**config.mk**
```make
export PLATFORM = sky130hd
export DESIGN_NAME = superfast_hash_32
export DESIGN_NICKNAME = d
export VERILOG_FILES = /design/src/rtl/core/shf_pkg.sv /design/src/rtl/core/shf_front.sv /design/src/rtl/core/shf_fifo.sv /design/src/rtl/core/shf_back.sv /design/src/rtl/core/superfast_hash_32.sv
export VERILOG_INCLUDE_DIRS = /design/src /design/src/rtl/core
export SDC_FILE = /design/constraint.sdc
export NUM_CORES = 1
export LEC_CHECK = 0
export ABC_AREA = 1
export BUFFER_PORTS_ARGS = -buffer_cell sky130_fd_sc_hd__buf_2
export CAP_MARGIN = 5
export CORE_ASPECT_RATIO = 0.8
export CORE_MARGIN = 2
export CORE_UTILIZATION = 49
export CTS_CLUSTER_SIZE = 8
export DETAILED_ROUTE_END_ITERATION = 12
export PLACE_DENSITY = 0.65
export RECOVER_POWER = 50
export SETUP_SLACK_MARGIN = 0.2
export SYNTH_ARGS = -nofsm -noshare
export SYNTH_HDL_FRONTEND = slang
export SYNTH_SLANG_ARGS = --single-unit
```
**constraint.sdc**
```tcl
create_clock -name clk -period 5.4 [get_ports clk]
set_clock_uncertainty 0.15 [all_clocks]
set_input_delay 1.08 -clock clk [delete_from_list [all_inputs] [get_ports clk]]
set_output_delay 1.08 -clock clk [all_outputs]
set_load 0.005 [all_outputs]
```
**src/rtl/core/assert_macros.svh**
```systemverilog
// Assertion macros for the RTL that carries checks; superfast_hash_32 includes them.
// No dependencies; include by bare file name.
`ifndef ASSERT_MACROS_SVH
`define ASSERT_MACROS_SVH

// Same-cycle implication, disabled while reset is asserted.
`define ASSERT_IMPLIES(label, clk, rst_n, ante, cons, msg) \
  label: assert property (@(posedge clk) disable iff (!rst_n) (ante) |-> (cons)) \
    else $error(msg);

// Next-cycle implication, disabled while reset is asserted.
`define ASSERT_NEXT(label, clk, rst_n, ante, cons, msg) \
  label: assert property (@(posedge clk) disable iff (!rst_n) (ante) |=> (cons)) \
    else $error(msg);

`endif

```
**src/rtl/core/shf_pkg.sv**
```systemverilog
// Shared types and constants for the SuperFastHash stream block.
// No dependencies.
`timescale 1ns / 1ps
`default_nettype none

package shf_pkg;

  typedef logic [31:0] hash_t;
  typedef logic [31:0] word_t;
  typedef logic [2:0]  nbytes_t;

  localparam nbytes_t FULL_BYTES = 3'd4;

endpackage

`default_nettype wire

```
**src/rtl/core/shf_front.sv**
```systemverilog
// Front end: accepts message items and runs the per-word mixing rounds and the tail rounds.
// Depends on shf_pkg.
`timescale 1ns / 1ps
`default_nettype none

module shf_front (
  input  wire logic            clk,
  input  wire logic            rst_n,
  input  wire logic            in_accept,
  input  wire shf_pkg::word_t  in_data_word,
  input  wire shf_pkg::nbytes_t in_valid_bytes,
  input  wire shf_pkg::word_t  in_message_length,
  input  wire logic            in_last_word,
  output logic                 q_push,
  output shf_pkg::hash_t       q_data
);

  function automatic shf_pkg::hash_t sext8(input logic [7:0] b);
    sext8 = {{24{b[7]}}, b};
  endfunction

  function automatic shf_pkg::hash_t full_round(input shf_pkg::hash_t h_in,
                                                input shf_pkg::word_t w);
    shf_pkg::hash_t h;
    shf_pkg::hash_t t;
    h = h_in + {16'd0, w[15:0]};
    t = {5'd0, w[31:16], 11'd0} ^ h;
    h = (h << 16) ^ t;
    h = h + (h >> 11);
    full_round = h;
  endfunction

  function automatic shf_pkg::hash_t tail3(input shf_pkg::hash_t h_in,
                                           input shf_pkg::word_t w);
    shf_pkg::hash_t h;
    h = h_in + {16'd0, w[15:0]};
    h = h ^ (h << 16);
    h = h ^ (sext8(w[23:16]) << 18);
    h = h + (h >> 11);
    tail3 = h;
  endfunction

  function automatic shf_pkg::hash_t tail2(input shf_pkg::hash_t h_in,
                                           input shf_pkg::word_t w);
    shf_pkg::hash_t h;
    h = h_in + {16'd0, w[15:0]};
    h = h ^ (h << 11);
    h = h + (h >> 17);
    tail2 = h;
  endfunction

  function automatic shf_pkg::hash_t tail1(input shf_pkg::hash_t h_in,
                                           input shf_pkg::word_t w);
    shf_pkg::hash_t h;
    h = h_in + sext8(w[7:0]);
    h = h ^ (h << 10);
    h = h + (h >> 1);
    tail1 = h;
  endfunction

  shf_pkg::hash_t run_r, run_nxt;
  logic           inside_r, inside_nxt;
  shf_pkg::hash_t h_seed;
  shf_pkg::hash_t h_full;
  shf_pkg::hash_t h_last;

  assign h_seed = inside_r ? run_r : in_message_length;
  assign h_full = full_round(h_seed, in_data_word);

  // Counts above four behave as a full word.
  always_comb begin
    if (in_valid_bytes >= shf_pkg::FULL_BYTES) begin
      h_last = h_full;
    end else begin
      case (in_valid_bytes[1:0])
        2'd3:    h_last = tail3(h_seed, in_data_word);
        2'd2:    h_last = tail2(h_seed, in_data_word);
        2'd1:    h_last = tail1(h_seed, in_data_word);
        // An empty message hashes to zero, and the finish maps zero to zero.
        default: h_last = inside_r ? h_seed : '0;
      endcase
    end
  end

  always_comb begin
    run_nxt    = run_r;
    inside_nxt = inside_r;
    if (in_accept) begin
      if (in_last_word) begin
        run_nxt    = '0;
        inside_nxt = 1'b0;
      end else begin
        run_nxt    = h_full;
        inside_nxt = 1'b1;
      end
    end
  end

  assign q_push = in_accept && in_last_word;
  assign q_data = h_last;

  always_ff @(posedge clk) begin
    if (!rst_n) begin
      run_r    <= '0;
      inside_r <= 1'b0;
    end else begin
      run_r    <= run_nxt;
      inside_r <= inside_nxt;
    end
  end

endmodule

`default_nettype wire

```
**src/rtl/core/shf_fifo.sv**
```systemverilog
// Small register queue that decouples the front end from the finish pipeline.
// No package dependencies.
`timescale 1ns / 1ps
`default_nettype none

module shf_fifo #(
  parameter int WIDTH = 32,
  parameter int DEPTH = 4
) (
  input  wire logic             clk,
  input  wire logic             rst_n,
  input  wire logic             push,
  input  wire logic [WIDTH-1:0] push_data,
  output logic                  full,
  input  wire logic             pop,
  output logic [WIDTH-1:0]      pop_data,
  output logic                  empty
);

  localparam int PTR_W = (DEPTH > 1) ? $clog2(DEPTH) : 1;
  localparam int CNT_W = $clog2(DEPTH + 1);

  logic [WIDTH-1:0] mem_r [DEPTH];
  logic [PTR_W-1:0] wr_ptr_r, wr_ptr_nxt;
  logic [PTR_W-1:0] rd_ptr_r, rd_ptr_nxt;
  logic [CNT_W-1:0] count_r, count_nxt;
  logic             do_push;
  logic             do_pop;

  assign full     = (count_r == CNT_W'(DEPTH));
  assign empty    = (count_r == '0);
  assign do_push  = push && !full;
  assign do_pop   = pop && !empty;
  assign pop_data = mem_r[rd_ptr_r];

  always_comb begin
    wr_ptr_nxt = wr_ptr_r;
    rd_ptr_nxt = rd_ptr_r;
    count_nxt  = count_r;
    if (do_push) begin
      wr_ptr_nxt = (wr_ptr_r == PTR_W'(DEPTH - 1)) ? '0 : wr_ptr_r + PTR_W'(1);
    end
    if (do_pop) begin
      rd_ptr_nxt = (rd_ptr_r == PTR_W'(DEPTH - 1)) ? '0 : rd_ptr_r + PTR_W'(1);
    end
    if (do_push && !do_pop) begin
      count_nxt = count_r + CNT_W'(1);
    end else if (do_pop && !do_push) begin
      count_nxt = count_r - CNT_W'(1);
    end
  end

  always_ff @(posedge clk) begin
    if (do_push) begin
      mem_r[wr_ptr_r] <= push_data;
    end
  end

  always_ff @(posedge clk) begin
    if (!rst_n) begin
      wr_ptr_r <= '0;
      rd_ptr_r <= '0;
      count_r  <= '0;
    end else begin
      wr_ptr_r <= wr_ptr_nxt;
      rd_ptr_r <= rd_ptr_nxt;
      count_r  <= count_nxt;
    end
  end

endmodule

`default_nettype wire

```
**src/rtl/core/shf_back.sv**
```systemverilog
// Back end: two-stage avalanche finish whose second stage is the result register.
// Depends on shf_pkg.
`timescale 1ns / 1ps
`default_nettype none

module shf_back (
  input  wire logic           clk,
  input  wire logic           rst_n,
  input  wire logic           q_empty,
  input  wire shf_pkg::hash_t q_data,
  output logic                q_pop,
  input  wire logic           out_pop,
  output logic                out_empty,
  output shf_pkg::hash_t      out_hash_value
);

  function automatic shf_pkg::hash_t finish_a(input shf_pkg::hash_t h_in);
    shf_pkg::hash_t h;
    h = h_in ^ (h_in << 3);
    h = h + (h >> 5);
    h = h ^ (h << 4);
    finish_a = h;
  endfunction

  function automatic shf_pkg::hash_t finish_b(input shf_pkg::hash_t h_in);
    shf_pkg::hash_t h;
    h = h_in + (h_in >> 17);
    h = h ^ (h << 25);
    h = h + (h >> 6);
    finish_b = h;
  endfunction

  shf_pkg::hash_t a_r, a_nxt;
  shf_pkg::hash_t b_r, b_nxt;
  logic           va_r, va_nxt;
  logic           vb_r, vb_nxt;
  logic           a_ready;
  logic           b_ready;

  // Each stage advances when the stage after it is empty or draining.
  assign b_ready = !vb_r || out_pop;
  assign a_ready = !va_r || b_ready;
  assign q_pop   = !q_empty && a_ready;

  always_comb begin
    a_nxt  = a_r;
    va_nxt = va_r;
    b_nxt  = b_r;
    vb_nxt = vb_r;
    if (a_ready) begin
      a_nxt  = finish_a(q_data);
      va_nxt = q_pop;
    end
    if (b_ready) begin
      b_nxt  = finish_b(a_r);
      vb_nxt = va_r;
    end
  end

  assign out_empty      = !vb_r;
  assign out_hash_value = b_r;

  always_ff @(posedge clk) begin
    a_r <= a_nxt;
    b_r <= b_nxt;
  end

  always_ff @(posedge clk) begin
    if (!rst_n) begin
      va_r <= 1'b0;
      vb_r <= 1'b0;
    end else begin
      va_r <= va_nxt;
      vb_r <= vb_nxt;
    end
  end

endmodule

`default_nettype wire

```
**src/rtl/core/superfast_hash_32.sv**
```systemverilog
// With the finish pipeline free, the hash of a message goes from the queue through finish
// stage a to stage b, which drives the result ports; other items produce no result.
// Throughput: one item per cycle while in_full is low, set by the combinational mixing round in the front end.
// A result not popped holds the pipeline; in_full rises once the queue of finished items fills.
// Reset (rst_n low, synchronous) clears the running hash, the message flag,
// the queue and the finish pipeline; no result is pending afterwards.
`timescale 1ns / 1ps
`default_nettype none
`include "assert_macros.svh"

module superfast_hash_32 #(
  parameter int QUEUE_DEPTH = 4
) (
  input  wire logic             clk,
  input  wire logic             rst_n,
  input  wire logic             in_push,
  output logic                  in_full,
  input  wire shf_pkg::word_t   in_data_word,
  input  wire shf_pkg::nbytes_t in_valid_bytes,
  input  wire shf_pkg::word_t   in_message_length,
  input  wire logic             in_last_word,
  output logic                  out_empty,
  input  wire logic             out_pop,
  output shf_pkg::hash_t        out_hash_value
);

  logic           in_accept;
  logic           q_push;
  shf_pkg::hash_t q_wdata;
  logic           q_full;
  logic           q_pop;
  shf_pkg::hash_t q_rdata;
  logic           q_empty;

  assign in_full   = q_full;
  assign in_accept = in_push && !in_full;

  shf_front u_front (
    .clk               (clk),
    .rst_n             (rst_n),
    .in_accept         (in_accept),
    .in_data_word      (in_data_word),
    .in_valid_bytes    (in_valid_bytes),
    .in_message_length (in_message_length),
    .in_last_word      (in_last_word),
    .q_push            (q_push),
    .q_data            (q_wdata)
  );

  shf_fifo #(
    .WIDTH ($bits(shf_pkg::hash_t)),
    .DEPTH (QUEUE_DEPTH)
  ) u_queue (
    .clk       (clk),
    .rst_n     (rst_n),
    .push      (q_push),
    .push_data (q_wdata),
    .full      (q_full),
    .pop       (q_pop),
    .pop_data  (q_rdata),
    .empty     (q_empty)
  );

  shf_back u_back (
    .clk            (clk),
    .rst_n          (rst_n),
    .q_empty        (q_empty),
    .q_data         (q_rdata),
    .q_pop          (q_pop),
    .out_pop        (out_pop),
    .out_empty      (out_empty),
    .out_hash_value (out_hash_value)
  );

  // A finished message must never be dropped at a full queue.
  `ASSERT_IMPLIES(a_no_overflow, clk, rst_n, q_push, !q_full, "queue overflow")
  // The finish pipeline only draws from a non-empty queue.
  `ASSERT_IMPLIES(a_no_underflow, clk, rst_n, q_pop, !q_empty, "queue underflow")
  // Nothing is pending right after reset.
  `ASSERT_IMPLIES(a_reset_empty, clk, rst_n, $past(!rst_n), out_empty && q_empty,
                  "result pending after reset")
  // A waiting result stays on the ports unchanged until it is popped.
  `ASSERT_NEXT(a_result_held, clk, rst_n, !out_empty && !out_pop,
               !out_empty && $stable(out_hash_value), "waiting result changed")

endmodule

`default_nettype wire

```
==> impl_metrics.toml <==
[placed_design]
pre_cts_ws_ns = -0.769
hpwl_um = 87800
port_buffers = 105
gp_routability_congestion = 1.08

[cts]
cts_tree = "yes"
htreeDepth = 2
cts-root-buf = "clkbuf_16"
clock-sinks = 236
path_clk_slew_ns = 0.06
clkLatencyLatePin_ns = 0.53
cts_buffers = 35
cts_hold_buf = 0
ctsLongestPathBuffers = 3

[yosys]
yosys-top-cells-area = "edfxtp_1, nand2_1, ha_1"
ys.flop_type = "edfxtp_1"
yosysWarnings = 0
ys_ff_latch = 236
netlist_instances = 3381
yosysTopAreaCellShare_pct = 23.9
yosys-top-cells-count = "nand2_1, inv_1, a21oi_1"
synth-seq-area-share_pct = 27.5
avgSynthCellArea_um2 = 7.14
syn_nets = 3663
synth_edf_count = 192
async_reset_ff_share_pct = 0
yosysMostFrequentCell = "nand2_1"
syn_area_um2 = 24100
synth_cell_types = 66
synth_top_cell_by_area = "edfxtp_1"

[worst_setup_path]
r2r_start = "u_front.inside_r$_SDFFE_PN0P_"
crit_type = "in2reg"
r2r_cells = 29
end_kind = "flip-flop"
cp.required_ns = 5.51
r2r_slack_ns = 0.24
crit_arrival_ns = 5.33
r2r_end = "u_queue.mem_r[0][18]$_DFFE_PP_"
worst-path-max-fanout = 4
start_kind = "primary input"

[worst_hold_path]
holdCritPathClass = "reg2reg"
hold-path-cell-count = 2
min_to = "u_front.run_r[20]$_SDFFE_PN0P_"
hp-start = "u_front.run_r[20]$_SDFFE_PN0P_"

[final_layout]
seqCellArea_um2 = 6650
syn2layout_area_growth_pct = 44.3
drive_above_1_share_pct = 35.9
fillCellCount = 3802
nNetsFinal = 4520
final_util_pct = 71.9
multi_input_area_um2 = 18500

[drt]
dr_total_vias = 28775
drt-pass1-iter-count = 8
remaining_drc_errors = 0
vias_per_cell = 5.88
drt_iter0_drc = 3635
ant_nets = 0
totalWireLength_um = 111000
wl_per_cell_um = 22.7

[die]
rows = 72
ioPinCount = 106
die-area_um2 = 51100
initial_core_util_pct = 49.8
design.core.area_um2 = 48500
die_h_um = 203
fp.dieW_um = 252

[timing]
relSlewSlack_pct = -17.9
finalSetupTns_ns = 0
rsz0062_at_grt = "true"
setup_slack_ns = 0.187
whs_ns = 0.319
min_period_over_period_pct = 96.5
fmax_mhz = 192
setup_viol = 0
worst_pin_slew_ns = 1.77
hold_viol = 0
min_period_ns = 5.21
maxSlewViolCount = 159

[grt]
grt_start_max_net_pins = 50
grt.overflow.total = 0
grt_usage_pct = 41.1
grt_pass1_wl_um = 158000
antenna_found_initial = 3
grt_pass1_vias = 26279

[run]
maxCapViolCount = 5

[status]
status = "complete, but fails checks"
violations = "capacitance limit, slew limit"
-- how the worst max path moves through the flow --
stage                     depth (start not counted)  slack [ns]                              to             startpoint
after floorplan                                  28        0.21  u_queue.mem_r[0][18]$_DFFE_PP_   in_message_length[0]
after global placement                           30       -0.73   u_queue.mem_r[2][8]$_DFFE_PP_   in_message_length[0]
after detailed placement                         32       -0.77   u_queue.mem_r[1][8]$_DFFE_PP_  in_message_length[11]
after CTS                                        37        0.16  u_queue.mem_r[3][31]$_DFFE_PP_  in_message_length[10]
after global routing                             34        0.03  u_queue.mem_r[0][30]$_DFFE_PP_   in_message_length[1]
final                                            28        0.19  u_queue.mem_r[0][18]$_DFFE_PP_   in_message_length[1]
-- routing by layer --
metal | vias to the layer above | GRT usage, % | routed length (um)
met5 | - | 0 | 0
met4 | 0 | 11.2 | 3800
met3 | 252 | 12.3 | 15700
met2 | 1819 | 57.3 | 44400
met1 | 13551 | 60.9 | 47300
li1 | 13153 | - | -
-- cell families (layout without fill, tap and decap cells) --
logic type	after synthesis	in the layout	share of synthesized area, %
other	0	4	0
AO/OA/AOI/OAI	634	634	14.5
XOR/XNOR	268	268	10.3
AND/OR/NAND/NOR	1623	1624	29.9
buffers and inverters	410	1291	6.60
flip-flops	236	236	27.5
adder cells (fa/ha/maj)	210	210	11.2
-- cells in the final DEF (no fill, tap or decap), drive strengths merged, types with 2 or more instances in the layout --
cell type and instances:
o22ai 27, a21oi 301, nand4 51, nor3b 2, a211oi 8, buf 852, clkbuf 87, edfxtp 192
inv 347, o211ai 3, o2111ai 2, o21bai 11, ha 201, a21boi 9, xnor2 79, fa 9
xor2 189, diode 4, a221o 2, o21a 6, a32o 8, clkinv 3, and2 5, nor3 38
a21o 16, o31ai 4, dfxtp 44, o221ai 6, nor2 256, nor4 8, or2 15, clkinvlp 2
nand3 258, o21ai 205, a31oi 19, nand2 974, nand3b 16, a41oi 2
-- sequential cells by signal, summed over array words and instances, names as in the netlist, named ones only --
register               count
u_queue.mem_r            128
u_queue.rd_ptr_r           2
u_back.a_r                32
u_front.run_r             32
u_back.out_hash_value     32
u_back.va_r                1
u_queue.count_r            3
u_front.inside_r           1
u_back.vb_r                1
u_queue.wr_ptr_r           2
-- final cells by class --
| class | instances | share of cell area (%) |
|---|---|---|
| Multi-Input combinational cell | 2736 | 53.2 |
| Sequential cell | 236 | 19.1 |
| Timing Repair Buffer | 879 | 18.6 |
| Inverter | 350 | 3.89 |
| Clock buffer | 60 | 2.84 |
| Tap cell | 629 | 2.26 |
| Clock inverter | 2 | 0.0934 |
| Antenna cell | 4 | 0.0287 |
-- repair_timing --
| action | 4_1_cts | 5_1_grt |
|---|---|---|
| gates cloned | 1 | 1 |
| gates resized for setup | 139 | 492 |
| pin swaps | 29 | 189 |
| hold endpoints to repair | 0 | 0 |
| buffers inserted | 9 | 53 |
| setup endpoints to repair | 107 | 133 |
-- through the flow --
| step | cells | instance area [um2] |
|---|---|---|
| global route | 4892 | 34800 |
| CTS | 4838 | 32300 |
| detailed placement | 4766 | 30600 |
| finish | 4896 | 34800 |
| floorplan | 3381 | 24200 |
| global placement | 4766 | 30600 |
-- worst max-delay path, cell delays in order --
cell	delay, ns
buf_2	0.10
nand2_1	0.07
nand2_1	0.12
ha_4	0.30
nand2_1	0.08
nand2_2	0.11
nand3_2	0.10
nand2_4	0.11
nand2_4	0.06
nand2_4	0.10
xor2_1	0.39
buf_6	0.21
xor2_1	0.09
ha_2	0.21
fa_2	0.35
a21oi_2	0.14
o21bai_1	0.12
a21o_1	0.24
a31oi_4	0.19
o21ai_2	0.10
a21boi_2	0.20
o21ai_2	0.08
nand2_1	0.07
nand2_2	0.09
xor2_4	0.19
or2_2	0.28
nand2_1	0.07
inv_2	0.06
Power is not shown: default switching activity piles up to over one toggle a cycle in this logic, so the estimate is an artifact.
